`src/hdl/lkvc_pkg.sv`:
```
// ----------------------------------------------------------------------------
// lkvc_pkg: shared definitions of the LRU key/value cache
// Sizes, operation codes and the item types passed between the stages.
// ----------------------------------------------------------------------------
`default_nettype none

package lkvc_pkg;

  localparam int ENTRIES = 16;
  localparam int RANK_W  = (ENTRIES > 1) ? $clog2(ENTRIES) : 1;
  localparam int FILL_W  = $clog2(ENTRIES + 1);
  localparam int KEY_W   = 32;
  localparam int DATA_W  = 32;
  localparam int CAP_W   = 5;

  localparam logic [CAP_W-1:0] CAP_RESET = CAP_W'(16);

  typedef enum logic {
    FUNC_GET = 1'b0,
    FUNC_PUT = 1'b1
  } func_t;

  typedef struct packed {
    func_t                     func;
    logic signed [KEY_W-1:0]   key;
    logic signed [DATA_W-1:0]  value;
  } req_t;

  typedef struct packed {
    logic                      hit;
    logic signed [DATA_W-1:0]  read_value;
  } rsp_t;

endpackage

`default_nettype wire

```
`src/hdl/lkvc_ifs.sv`:
```
// ----------------------------------------------------------------------------
// lkvc_ifs: channel interfaces of the LRU key/value cache
// Request, result and configuration channels with valid/ready handshakes.
// ----------------------------------------------------------------------------
`default_nettype none

interface lkvc_in_if import lkvc_pkg::*; ();
  logic                     valid;
  logic                     ready;
  logic                     func;
  logic signed [KEY_W-1:0]  key;
  logic signed [DATA_W-1:0] value;

  modport source (output valid, output func, output key, output value, input ready);
  modport sink   (input valid, input func, input key, input value, output ready);
endinterface

interface lkvc_out_if import lkvc_pkg::*; ();
  logic                     valid;
  logic                     ready;
  logic                     hit;
  logic signed [DATA_W-1:0] read_value;

  modport source (output valid, output hit, output read_value, input ready);
  modport sink   (input valid, input hit, input read_value, output ready);
endinterface

interface lkvc_cfg_if import lkvc_pkg::*; ();
  logic             valid;
  logic             ready;
  logic [CAP_W-1:0] data;

  modport source (output valid, output data, input ready);
  modport sink   (input valid, input data, output ready);
endinterface

`default_nettype wire

```
`src/hdl/lkvc_in_reg.sv`:
```
// ----------------------------------------------------------------------------
// lkvc_in_reg: request input register
// Holds one accepted request until the lookup stage consumes it.
// ----------------------------------------------------------------------------
`default_nettype none

module lkvc_in_reg import lkvc_pkg::*; (
  input  logic clk,
  input  logic rst_n,
  input  logic in_valid,
  output logic in_ready,
  input  req_t in_req,
  output logic req_valid,
  output req_t req,
  input  logic req_take
);

  logic valid_r;
  logic valid_nxt;
  req_t req_r;

  assign in_ready  = !valid_r || req_take;
  assign req_valid = valid_r;
  assign req       = req_r;

  always_comb begin
    valid_nxt = valid_r;
    if (in_valid && in_ready) begin
      valid_nxt = 1'b1;
    end else if (req_take) begin
      valid_nxt = 1'b0;
    end
  end

  always_ff @(posedge clk) begin
    if (!rst_n) begin
      valid_r <= 1'b0;
    end else begin
      valid_r <= valid_nxt;
    end
  end

  always_ff @(posedge clk) begin
    if (in_valid && in_ready) begin
      req_r <= in_req;
    end
  end

endmodule

`default_nettype wire

```
`src/hdl/lkvc_core.sv`:
```
// ----------------------------------------------------------------------------
// lkvc_core: entry array, parallel key match and recency update
// Looks up the request against all entries and updates keys, values, valid
// bits, recency ranks and the fill count in the same cycle.
// ----------------------------------------------------------------------------
`default_nettype none

module lkvc_core import lkvc_pkg::*; (
  input  logic             clk,
  input  logic             rst_n,
  input  logic             req_valid,
  input  req_t             req,
  input  logic             out_free,
  input  logic             cfg_we,
  input  logic [CAP_W-1:0] cfg_data,
  output logic             req_take,
  output logic             rsp_valid,
  output rsp_t             rsp
);

  logic [KEY_W-1:0]   key_store_r   [ENTRIES];
  logic [DATA_W-1:0]  value_store_r [ENTRIES];
  logic [ENTRIES-1:0] valid_r;
  logic [ENTRIES-1:0] valid_nxt;
  logic [RANK_W-1:0]  rank_r   [ENTRIES];
  logic [RANK_W-1:0]  rank_nxt [ENTRIES];
  logic [FILL_W-1:0]  fill_r;
  logic [FILL_W-1:0]  fill_nxt;
  logic [CAP_W-1:0]   cap_r;
  logic [CAP_W-1:0]   cap_nxt;

  logic [FILL_W-1:0]  eff_cap;
  logic [ENTRIES-1:0] match;
  logic [ENTRIES-1:0] victim;
  logic [ENTRIES-1:0] valid_ev;
  logic [ENTRIES-1:0] free;
  logic [ENTRIES-1:0] key_we;
  logic [ENTRIES-1:0] value_we;
  logic [RANK_W-1:0]  hit_rank;
  logic [RANK_W-1:0]  victim_rank;
  logic [DATA_W-1:0]  hit_value;
  logic               hit;
  logic               evict;
  logic               is_put;

  always_comb begin
    if (cap_r == '0) begin
      eff_cap = FILL_W'(1);
    end else if (32'(cap_r) > ENTRIES) begin
      eff_cap = FILL_W'(ENTRIES);
    end else begin
      eff_cap = FILL_W'(cap_r);
    end

    hit_rank  = '0;
    hit_value = '0;
    for (int i = 0; i < ENTRIES; i++) begin
      match[i] = valid_r[i] && (key_store_r[i] == req.key);
      if (match[i]) begin
        hit_rank  = hit_rank | rank_r[i];
        hit_value = hit_value | value_store_r[i];
      end
    end
    hit = |match;

    // The valid entries always hold the ranks 0 to fill-1, so the oldest
    // entry is the one whose rank equals fill-1.
    evict       = (fill_r >= eff_cap);
    victim_rank = RANK_W'(fill_r - FILL_W'(1));
    for (int i = 0; i < ENTRIES; i++) begin
      victim[i] = evict && valid_r[i] && (rank_r[i] == victim_rank);
    end
    valid_ev = valid_r & ~victim;
    free     = ~valid_ev & (valid_ev + ENTRIES'(1));

    is_put   = (req.func == FUNC_PUT);
    req_take = req_valid && (is_put || out_free);

    valid_nxt = valid_r;
    rank_nxt  = rank_r;
    fill_nxt  = fill_r;
    key_we    = '0;
    value_we  = '0;

    if (req_take) begin
      if (hit) begin
        for (int i = 0; i < ENTRIES; i++) begin
          if (match[i]) begin
            rank_nxt[i] = '0;
          end else if (valid_r[i] && (rank_r[i] < hit_rank)) begin
            rank_nxt[i] = rank_r[i] + RANK_W'(1);
          end
        end
        if (is_put) begin
          value_we = match;
        end
      end else if (is_put) begin
        for (int i = 0; i < ENTRIES; i++) begin
          if (free[i] || victim[i]) begin
            rank_nxt[i] = '0;
          end else if (valid_ev[i]) begin
            rank_nxt[i] = rank_r[i] + RANK_W'(1);
          end
        end
        valid_nxt = valid_ev | free;
        key_we    = free;
        value_we  = free;
        if (!evict) begin
          fill_nxt = fill_r + FILL_W'(1);
        end
      end
    end

    cap_nxt = cfg_we ? cfg_data : cap_r;

    rsp_valid      = req_take && !is_put;
    rsp.hit        = hit;
    rsp.read_value = hit_value;
  end

  always_ff @(posedge clk) begin
    if (!rst_n) begin
      valid_r <= '0;
      fill_r  <= '0;
      cap_r   <= CAP_RESET;
      for (int i = 0; i < ENTRIES; i++) begin
        rank_r[i] <= '0;
      end
    end else begin
      valid_r <= valid_nxt;
      fill_r  <= fill_nxt;
      cap_r   <= cap_nxt;
      rank_r  <= rank_nxt;
    end
  end

  always_ff @(posedge clk) begin
    for (int i = 0; i < ENTRIES; i++) begin
      if (key_we[i]) begin
        key_store_r[i] <= req.key;
      end
      if (value_we[i]) begin
        value_store_r[i] <= req.value;
      end
    end
  end

`ifndef NO_ASSERTIONS
  a_fill_bound: assert property (@(posedge clk) disable iff (!rst_n)
    fill_r <= FILL_W'(ENTRIES))
    else $error("fill count exceeds the number of entries");

  a_fill_matches_valid: assert property (@(posedge clk) disable iff (!rst_n)
    $countones(valid_r) == int'(fill_r))
    else $error("fill count differs from the number of valid entries");

  a_unique_match: assert property (@(posedge clk) disable iff (!rst_n)
    $onehot0(match))
    else $error("key matches more than one entry");

  a_free_slot: assert property (@(posedge clk) disable iff (!rst_n)
    (req_take && is_put && !hit) |-> $onehot(free))
    else $error("insert found no free entry");

  a_fill_grows: assert property (@(posedge clk) disable iff (!rst_n)
    (req_take && is_put && !hit && !evict) |=> (fill_r == $past(fill_r) + FILL_W'(1)))
    else $error("insert without eviction did not grow the fill count");
`endif

endmodule

`default_nettype wire

```
`src/hdl/lkvc_out_reg.sv`:
```
// ----------------------------------------------------------------------------
// lkvc_out_reg: result output register
// Holds one lookup result until the downstream side takes it.
// ----------------------------------------------------------------------------
`default_nettype none

module lkvc_out_reg import lkvc_pkg::*; (
  input  logic clk,
  input  logic rst_n,
  input  logic rsp_valid,
  input  rsp_t rsp,
  output logic out_free,
  output logic out_valid,
  input  logic out_ready,
  output rsp_t out_rsp
);

  logic valid_r;
  logic valid_nxt;
  rsp_t rsp_r;

  assign out_free  = !valid_r || out_ready;
  assign out_valid = valid_r;
  assign out_rsp   = rsp_r;

  always_comb begin
    valid_nxt = valid_r;
    if (rsp_valid) begin
      valid_nxt = 1'b1;
    end else if (out_ready) begin
      valid_nxt = 1'b0;
    end
  end

  always_ff @(posedge clk) begin
    if (!rst_n) begin
      valid_r <= 1'b0;
    end else begin
      valid_r <= valid_nxt;
    end
  end

  always_ff @(posedge clk) begin
    if (rsp_valid) begin
      rsp_r <= rsp;
    end
  end

endmodule

`default_nettype wire

```
`src/hdl/lru_key_value_cache.sv`:
```
// ----------------------------------------------------------------------------
// lru_key_value_cache: fully associative key/value cache with LRU replacement
// Input register, match and recency update, result register.
// ----------------------------------------------------------------------------
//   channel   direction   items
//   in_ch     sink        func, key, value
//   out_ch    source      hit, read_value (one per get, none per put)
//   cfg_ch    sink        data: capacity
//
// One item is accepted per cycle while no get waits in the input register; with
// the output register free, a waiting get is taken and its result is registered.
// The entry array is matched and updated as each item is taken, which sets the rate.
// Reset is synchronous and clears all valid bits, ranks and the fill count.
// A get waits in the input register while an untaken result blocks the
// output register; puts proceed regardless.
// ----------------------------------------------------------------------------
`default_nettype none

module lru_key_value_cache import lkvc_pkg::*; (
  input  logic       clk,
  input  logic       rst_n,
  lkvc_in_if.sink    in_ch,
  lkvc_out_if.source out_ch,
  lkvc_cfg_if.sink   cfg_ch
);

  req_t in_req;
  req_t req;
  rsp_t rsp;
  rsp_t out_rsp;
  logic req_valid;
  logic req_take;
  logic rsp_valid;
  logic out_free;

  assign in_req.func  = func_t'(in_ch.func);
  assign in_req.key   = in_ch.key;
  assign in_req.value = in_ch.value;

  assign cfg_ch.ready = 1'b1;

  assign out_ch.hit        = out_rsp.hit;
  assign out_ch.read_value = out_rsp.read_value;

  lkvc_in_reg u_in_reg (
    .clk       (clk),
    .rst_n     (rst_n),
    .in_valid  (in_ch.valid),
    .in_ready  (in_ch.ready),
    .in_req    (in_req),
    .req_valid (req_valid),
    .req       (req),
    .req_take  (req_take)
  );

  lkvc_core u_core (
    .clk       (clk),
    .rst_n     (rst_n),
    .req_valid (req_valid),
    .req       (req),
    .out_free  (out_free),
    .cfg_we    (cfg_ch.valid),
    .cfg_data  (cfg_ch.data),
    .req_take  (req_take),
    .rsp_valid (rsp_valid),
    .rsp       (rsp)
  );

  lkvc_out_reg u_out_reg (
    .clk       (clk),
    .rst_n     (rst_n),
    .rsp_valid (rsp_valid),
    .rsp       (rsp),
    .out_free  (out_free),
    .out_valid (out_ch.valid),
    .out_ready (out_ch.ready),
    .out_rsp   (out_rsp)
  );

endmodule

`default_nettype wire
```
`src/flat_wrapper.sv`:
```
// flat-port wrapper written by rule: the top's interface ports become plain ports
module lru_key_value_cache_flat import lkvc_pkg::*;
  (clk, rst_n, in_ch_valid, in_ch_func, in_ch_key, in_ch_value, in_ch_ready, out_ch_valid, out_ch_hit, out_ch_read_value, out_ch_ready, cfg_ch_valid, cfg_ch_data, cfg_ch_ready);
  lkvc_in_if in_ch_i ();
  lkvc_out_if out_ch_i ();
  lkvc_cfg_if cfg_ch_i ();
  input  logic clk;
  input  logic rst_n;
  input wire logic [$bits(in_ch_i.valid)-1:0] in_ch_valid;
  input wire logic [$bits(in_ch_i.func)-1:0] in_ch_func;
  input wire logic [$bits(in_ch_i.key)-1:0] in_ch_key;
  input wire logic [$bits(in_ch_i.value)-1:0] in_ch_value;
  output wire logic [$bits(in_ch_i.ready)-1:0] in_ch_ready;
  output wire logic [$bits(out_ch_i.valid)-1:0] out_ch_valid;
  output wire logic [$bits(out_ch_i.hit)-1:0] out_ch_hit;
  output wire logic [$bits(out_ch_i.read_value)-1:0] out_ch_read_value;
  input wire logic [$bits(out_ch_i.ready)-1:0] out_ch_ready;
  input wire logic [$bits(cfg_ch_i.valid)-1:0] cfg_ch_valid;
  input wire logic [$bits(cfg_ch_i.data)-1:0] cfg_ch_data;
  output wire logic [$bits(cfg_ch_i.ready)-1:0] cfg_ch_ready;
  assign in_ch_i.valid = in_ch_valid;
  assign in_ch_i.func = in_ch_func;
  assign in_ch_i.key = in_ch_key;
  assign in_ch_i.value = in_ch_value;
  assign in_ch_ready = in_ch_i.ready;
  assign out_ch_valid = out_ch_i.valid;
  assign out_ch_hit = out_ch_i.hit;
  assign out_ch_read_value = out_ch_i.read_value;
  assign out_ch_i.ready = out_ch_ready;
  assign cfg_ch_i.valid = cfg_ch_valid;
  assign cfg_ch_i.data = cfg_ch_data;
  assign cfg_ch_ready = cfg_ch_i.ready;
  lru_key_value_cache u_core (.clk(clk), .rst_n(rst_n), .in_ch(in_ch_i), .out_ch(out_ch_i), .cfg_ch(cfg_ch_i));
endmodule
```
`config.mk`:
```
export PLATFORM = sky130hd
export DESIGN_NAME = lru_key_value_cache_flat
export DESIGN_NICKNAME = d
export VERILOG_FILES = /design/src/hdl/lkvc_pkg.sv /design/src/hdl/lkvc_ifs.sv /design/src/hdl/lkvc_in_reg.sv /design/src/hdl/lkvc_core.sv /design/src/hdl/lkvc_out_reg.sv /design/src/hdl/lru_key_value_cache.sv /design/src/flat_wrapper.sv
export SDC_FILE = /design/constraint.sdc
export NUM_CORES = 2
export LEC_CHECK = 0
export BUFFER_PORTS_ARGS = -buffer_cell sky130_fd_sc_hd__buf_2
export CORE_MARGIN = 4
export CORE_UTILIZATION = 59
export CTS_CLUSTER_SIZE = 10
export DETAILED_ROUTE_END_ITERATION = 16
export GPL_TIMING_DRIVEN = 0
export PLACE_DENSITY_LB_ADDON = 0.3
export SLEW_MARGIN = 20
export SYNTH_ARGS = -nofsm -noshare
export SYNTH_HDL_FRONTEND = slang
export SYNTH_SLANG_ARGS = --single-unit
```
`constraint.sdc`:
```
create_clock -name clk -period 7.9 [get_ports clk]
set_clock_uncertainty 0.15 [all_clocks]
set_input_delay 1.58 -clock clk [delete_from_list [all_inputs] [get_ports clk]]
set_output_delay 1.58 -clock clk [all_outputs]
set_load 0.01 [all_outputs]
```
Word-level counts from Yosys, hierarchy flattened

Memories as Yosys holds them, arrays and structs flattened.
Cells that the tools add are included.
Widths: inputs -> output; s select.

$add $sub $neg: 19
$mul: 0
Divide/modulo/power cells: 0
Magnitude comparators: 18
Equality and inequality tests: 48
Shift operators: 0
Muxes and demuxes: 219
Bitwise operators: 37
Reductions and logical operators: 143

Operators by type and width:

| cell                  | number |
|---|---|
| $mux 32               | 31 |
| $eq 32x32->1          | 16 |
| $or 32x32->32         | 15 |
| $reduce_or 32->1      | 15 |
| $mux 4                | 95 |
| $mux 64               | 2 |
| $mux 16               | 6 |
| $mux 1                | 83 |
| $reduce_and 4->1      | 17 |
| $logic_and 1x1->1     | 67 |
| $add 4x1->4 const B   | 16 |
| $eq 4x4->1            | 16 |
| $lt 4x4->1            | 16 |
| $or 4x4->4            | 15 |
| $ne 3x2->1 const B    | 16 |
| $reduce_bool 3->1     | 16 |
| $and 16x16->16        | 2 |
| $not 16->16           | 2 |
| $logic_or 1x1->1      | 19 |
| $add 16x1->16 const B | 1 |
| $or 16x16->16         | 1 |
| $reduce_or 16->1      | 1 |
| $mux 5                | 2 |
| $reduce_bool 2->1     | 3 |
| other kinds (8)       | 11 |

Flip-flop bits (word level): 190
Latch bits: 0
RAM bits: 1024
ROM bits: 0
Input bits: 75
Output and inout bits: 36
Word-level logic and storage cells: 512
Memories: 2

Memory list:

| memory                      | words | bits a word | read ports | clocked after Yosys merged registers in | write ports | RTL line        | RTL |
|---|---|---|---|---|---|---|---|
| u_core.u_core.key_store_r   | 16    | 32          | 16         | 0                                       | 1           | lkvc_core.sv:21 | `logic [KEY_W-1:0] key_store_r [ENTRIES];` |
| u_core.u_core.value_store_r | 16    | 32          | 16         | 0                                       | 16          | lkvc_core.sv:22 | `logic [DATA_W-1:0] value_store_r [ENTRIES];` |

Logic depth before layout (Yosys ltp)

An unclocked memory read counts as a cell.

Word-level depth: 39
Mapped depth: 20
Depth with buffers taken out: 16

Modules after synthesis

A second synthesis with hierarchy kept.

Cells, all modules: 3548
Area, all modules: 52166.3 um^2

By module, submodules not included:

| module              | instances | cells an instance | area an instance (um^2) | sequential area each (um^2) |
|---|---|---|---|---|
| lkvc_core           | 1         | 3439              | 49105.8                 | 32551.2 |
| lkvc_in_reg         | 1         | 70                | 2009.4                  | 1971.9 |
| lkvc_out_reg        | 1         | 37                | 1039.7                  | 1011.0 |
| lru_key_value_cache | 1         | 2                 | 11.3                    | 0.0 |

Least setup slack after synthesis

OpenSTA, ideal clock, no wires.

Path type: reg2reg
Start point: register u_core.u_core.fill_r[0]
End point: memory u_core.u_core.value_store_r[12][0] (netlist: u_core.u_core.value_store_r[1][128]) (enable)
Data arrival time: 6.219 ns
Data required time: 7.373 ns
Setup slack: 1.155 ns
Stages on the path, launching flop included: 16
Buffers on the path: 4
Clock period less this slack: 6.745 ns
Cells stage by stage: dfxtp_1 -> buf_4 -> buf_2 -> inv_1 -> ha_1 -> buf_2 -> xnor2_2 -> buf_6 -> xnor2_1 -> o32ai_1 -> or2_1 -> o31ai_1 -> nand4_1 -> or3_1 -> a211oi_1 -> a31o_2

RTL lines:

| element                | RTL line         | RTL |
|---|---|---|
| start, declared        | lkvc_core.sv:27  | `logic [FILL_W-1:0] fill_r;` |
| start signal, assigned | lkvc_core.sv:131 | `fill_r <= fill_nxt;` |
| end, declared          | lkvc_core.sv:22  |  |

Worst setup path after layout

Start point: register u_core.u_in_reg.req_r (netlist bit u_core.u_in_reg.req[58])
End point: register u_core.u_core.rank_r[25] (netlist name)

Longest elaborated chain between the ends: 37
Elaborated cells on any way between the ends: 72

RTL lines:

| element                           | RTL line          | RTL |
|---|---|---|
| start, declared                   | lkvc_in_reg.sv:20 | `req_t req_r;` |
| start signal, assigned            | lkvc_in_reg.sv:45 | `req_r <= in_req;` |
| $eq 32x32->1                      | lkvc_core.sv:58   | `match[i] = valid_r[i] && (key_store_r[i] == req.key);` |
| $logic_and 1x1->1                 | lkvc_core.sv:58   |  |
| $mux 4                            | lkvc_core.sv:59   | `if (match[i]) begin` |
| $or 4x4->4                        | lkvc_core.sv:60   | `hit_rank = hit_rank \| rank_r[i];` |
| $mux 4                            | lkvc_core.sv:59   |  |
| $or 4x4->4                        | lkvc_core.sv:60   |  |
| $mux 4                            | lkvc_core.sv:59   |  |
| $or 4x4->4                        | lkvc_core.sv:60   |  |
| [... 21 more ...]                 | n/a               |  |
| $or 4x4->4                        | lkvc_core.sv:60   |  |
| $mux 4                            | lkvc_core.sv:59   |  |
| $or 4x4->4                        | lkvc_core.sv:60   |  |
| $mux 4                            | lkvc_core.sv:59   |  |
| $lt 4x4->1                        | lkvc_core.sv:90   | `end else if (valid_r[i] && (rank_r[i] < hit_rank)) begin` |
| $logic_and 1x1->1                 | lkvc_core.sv:90   |  |
| $ne 3x2->1 (no source line)       | n/a               |  |
| $reduce_and 4->1 (no source line) | n/a               |  |
| end signal, assigned              | lkvc_core.sv:133  | `rank_r <= rank_nxt;` |
| end, declared                     | lkvc_core.sv:25   | `logic [RANK_W-1:0] rank_r [ENTRIES];` |

Parallel ways exist; a longest one is shown, timed or not.
A chain may end at the register's enable or synchronous reset.

==> metrics.log <==
[metrics] diodes inserted: 0
[metrics] Post-Synthesis Cells: 3310
[metrics] CTS tree: yes
[metrics] Max Cap Viol: 0
[metrics] switching power of the nets: 2.88 mW
[metrics] main area contributors after synthesis: sky130_fd_sc_hd__edfxtp_1, sky130_fd_sc_hd__xnor2_1, sky130_fd_sc_hd__dfxtp_1
[metrics] layout cells sized above 1: 13.4%
[metrics] antenna violations before repair: 2
[metrics] total via count after detailed routing: 32800
[metrics] final hold vios: 0
[metrics] HPWL Detailed: 98400 um
[metrics] number of remaining DRC errors: 0
[metrics] final max-slew violation count: 0
[metrics] net total in the final layout: 3766
[metrics] standard cell core area: 85500 um^2
[metrics] Mean Syn Cell Area: 15.4 um^2
[metrics] count of boundary I/O pins: 111
[metrics] ys async rst share: 0%
[metrics] # port buffers: 108
[metrics] Data required, critical path: 8410 ps
[metrics] post-synthesis cell type with the largest combined area: sky130_fd_sc_hd__edfxtp_1
[metrics] fmax: 0.127 GHz
[metrics] Area growth, synth to finish: 14.1%
[metrics] transition time of the tightest slew-check pin: 1240 ps
[metrics] areal power density over the cells: 231 nW/um^2
[metrics] category of the most critical setup path: reg2reg
[metrics] area share of the leading cell type in the synthesized netlist: 66.0%
[metrics] Pleak: 18.7 nW
[metrics] number of flops mapped to enable cells by yosys: 1122
[metrics] number of rows in the core area: 107
[metrics] proportion of power drawn by flip-flops and latches: 53.3%
[metrics] final critical-path share of the clock period: 99.6%
[metrics] width of the chip: 302 um
[metrics] data arrival time of the critical path: 8380 ps
[metrics] overall power of the completed layout: 13.4 mW
[metrics] number of CTS-inserted buffers: 140
[metrics] Net Count, Synth: 3456
[metrics] largest net degree at the start of global routing: 33
[metrics] flip-flop and latch count after synthesis: 1214
[metrics] Clock Sink Count: 1214
[metrics] WL per Instance: 32.8 um
[metrics] switch share: 21.4%
[metrics] combinational group share of total power: 3.7%
[metrics] clock slew at reported path FFs: 60 ps
[metrics] worst rel slew slack: 17.6%
[metrics] share of synthesized area occupied by flip-flops and latches: 69.6%
[metrics] HP Class: reg2reg
[metrics] iteration-0 DRC count of the detailed router: 5420
[metrics] Unique masters post-synth: 91
[metrics] total standard cell area after synthesis: 51100 um^2
[metrics] most used flip-flop cell after synthesis: sky130_fd_sc_hd__edfxtp_1
[metrics] insertion delay to the later sink of the worst-skew pair: 750 ps
[metrics] H-tree lvl count: 4
[metrics] starting utilization of the core area: 59.7%
[metrics] Max clock buf depth: 3
[metrics] part of the total power dissipated in the clock network: 42.9%
[metrics] Die Outline Area: 91300 um^2
[metrics] first-pass detailed-route iteration total: 8
[metrics] grt ovf: 0
[metrics] total internal power: 10.6 mW
[metrics] Total GRT Usage: 34.4%
[metrics] unrepaired setup endpoints after global routing: no
[metrics] number of global-route vias before repair: 31500
[metrics] maximum vdd drop: 294 uV
[metrics] clock tree root buffer cell: sky130_fd_sc_hd__clkbuf_16
[metrics] final core occ: 68.1%
[metrics] die height: 302 um
[metrics] sort of element at the end of the critical path: flip-flop
[metrics] Hold Worst Slack: 363 ps
[metrics] CP Max Fanout: 17
[metrics] post-route ant nets: 0
[metrics] count of final setup violators: 0
[metrics] synth warn: 0
[metrics] total length of routed wires: 157000 um
[metrics] post-layout minimum cycle time: 7870 ps
[metrics] type of origin of the critical path: flip-flop
[metrics] result of the run: complete, no violations
[metrics] Vias/cell: 6.84
[metrics] list of most frequent post-synthesis cells: sky130_fd_sc_hd__edfxtp_1, sky130_fd_sc_hd__xnor2_1, sky130_fd_sc_hd__nand4_1
[metrics] library cell with the highest instance count after synthesis: sky130_fd_sc_hd__edfxtp_1
[metrics] GPL Wtd Cong: 0.984
[metrics] global-route wire length before repair: 221000 um
## worst paths after layout
path / cells after the start / start / slack (ps) / end
min reg2reg: 2 / u_core.u_core.cap_r[0]$_SDFFE_PN0P_ / 360 / u_core.u_core.cap_r[0]$_SDFFE_PN0P_
max: 19 / u_core.u_in_reg.req[58]$_DFFE_PP_ / 30 / u_core.u_core.rank_r[25]$_SDFFE_PN0P_
min: 2 / u_core.u_core.cap_r[0]$_SDFFE_PN0P_ / 360 / u_core.u_core.cap_r[0]$_SDFFE_PN0P_
max reg2reg: 19 / u_core.u_in_reg.req[58]$_DFFE_PP_ / 30 / u_core.u_core.rank_r[25]$_SDFFE_PN0P_
## timing repair
action | CTS | global route
hold buffers | 0 | 0
resized for setup | 4 | 11
buffers inserted | 8 | 11
endpoints found under the setup margin | 58 | 39
## per-layer routing
layer | track usage [%] | part of all wire [%] | vias to the layer above
li1 | - | - | 13400
met1 | 48.2 | 36 | 16200
met2 | 51.0 | 44 | 2702
met3 | 9.22 | 15 | 511
met4 | 15.6 | 5.0 | 0
met5 | 0 | 0 | -
## stage by stage
step,instance area (um^2),worst slack (ps),instances,TNS [ps]
finish,58300,33.4,4804,0
detailed placement,54100,-395,4601,-9420
global route,58300,14.7,4804,0
floorplan,51100,1150,3310,0
global placement,53000,-2030,4562,-612560
CTS,58100,98.4,4791,0
## cell usage in the layout (no fill, tap or decap), types with 13 or more instances in the layout
| master | count |
|---|---|
| sky130_fd_sc_hd__buf_4 | 56 |
| sky130_fd_sc_hd__nand4_1 | 165 |
| sky130_fd_sc_hd__mux2i_1 | 15 |
| sky130_fd_sc_hd__a221oi_1 | 104 |
| sky130_fd_sc_hd__buf_2 | 118 |
| sky130_fd_sc_hd__buf_16 | 15 |
| sky130_fd_sc_hd__o21ai_0 | 61 |
| sky130_fd_sc_hd__nand2_1 | 82 |
| sky130_fd_sc_hd__inv_1 | 52 |
| sky130_fd_sc_hd__edfxtp_1 | 1122 |
| sky130_fd_sc_hd__and3_1 | 30 |
| sky130_fd_sc_hd__buf_12 | 16 |
| sky130_fd_sc_hd__nor3_1 | 36 |
| sky130_fd_sc_hd__xor2_1 | 68 |
| sky130_fd_sc_hd__xnor2_1 | 498 |
| sky130_fd_sc_hd__ha_1 | 71 |
| sky130_fd_sc_hd__nand2b_1 | 14 |
| sky130_fd_sc_hd__nor2_1 | 88 |
| sky130_fd_sc_hd__clkbuf_1 | 94 |
| sky130_fd_sc_hd__a21oi_1 | 58 |
| sky130_fd_sc_hd__a31oi_1 | 19 |
| sky130_fd_sc_hd__o21a_1 | 21 |
| sky130_fd_sc_hd__nand3_1 | 82 |
| sky130_fd_sc_hd__xnor3_1 | 13 |
| sky130_fd_sc_hd__a22o_1 | 110 |
| sky130_fd_sc_hd__dfxtp_1 | 92 |
| sky130_fd_sc_hd__or3_1 | 26 |
| sky130_fd_sc_hd__clkbuf_16 | 143 |
| sky130_fd_sc_hd__buf_6 | 42 |
| sky130_fd_sc_hd__nor4_1 | 27 |
| sky130_fd_sc_hd__a22oi_1 | 72 |
## power groups by stage
stage / clock network (mW) / logic [mW] / registers [mW]
final: 5.77 / 0.503 / 7.17
after global routing: 6.08 / 0.524 / 7.16
after CTS: 5.78 / 0.474 / 7.17
after detailed placement: 0 / 0.446 / 7.32
after global placement: 0 / 0.424 / 7.33
after floorplan: 0 / 0.286 / 7.25
## layout make-up
cell class,instances,area (um^2)
clock buffers,169,3700
multi-input cells,1867,14500
fillers,5523,27300
clock inverters,13,214
repair buffers,168,1550
flip-flops and latches,1214,35500
plain buffers,174,1130
well taps,1144,1430
inverters,55,209
## cells by family after synthesis
family                     after synthesis  synth area share, %
AOI/OAI and AO/OA                      550                 8.28
DFF                                   1214                 69.6
xor gates and xnor gates               582                 10.4
and+or+nand+nor                        646                 7.10
adders and majority gates               71                 1.74
buffers and inverters                  229                 2.54
other                                    1              0.00734
muxes                                   17                0.338
## critical path, stage by stage, from the launching register on
cell and delay (ps):
sky130_fd_sc_hd__edfxtp_1 1080, sky130_fd_sc_hd__buf_4 370, sky130_fd_sc_hd__xnor2_1 140, sky130_fd_sc_hd__nand4_1 130
sky130_fd_sc_hd__nor4_2 800, sky130_fd_sc_hd__and3_1 510, sky130_fd_sc_hd__clkbuf_1 720, sky130_fd_sc_hd__clkbuf_1 690
sky130_fd_sc_hd__clkdlybuf4s15_1 880, sky130_fd_sc_hd__a22oi_1 160, sky130_fd_sc_hd__nand3_1 180, sky130_fd_sc_hd__nor2_4 170
sky130_fd_sc_hd__ha_1 330, sky130_fd_sc_hd__o21a_1 180, sky130_fd_sc_hd__o21ai_0 160, sky130_fd_sc_hd__a31oi_1 120
sky130_fd_sc_hd__o311ai_2 160, sky130_fd_sc_hd__nand3_2 170, sky130_fd_sc_hd__or4b_1 530, sky130_fd_sc_hd__a21oi_1 150
## state kept, by name (all words and copies together), names as in the netlist
register	count
u_core.u_core.valid_r	16
u_core.u_core.key_store_r	512
u_core.u_out_reg.out_valid	1
u_core.u_core.value_store_r	512
u_core.u_out_reg.out_rsp	33
u_core.u_core.fill_r	5
u_core.u_in_reg.req	65
u_core.u_core.rank_r	64
u_core.u_core.cap_r	5
u_core.u_in_reg.req_valid	1
Note: power is estimated with default switching activity, not from simulation.
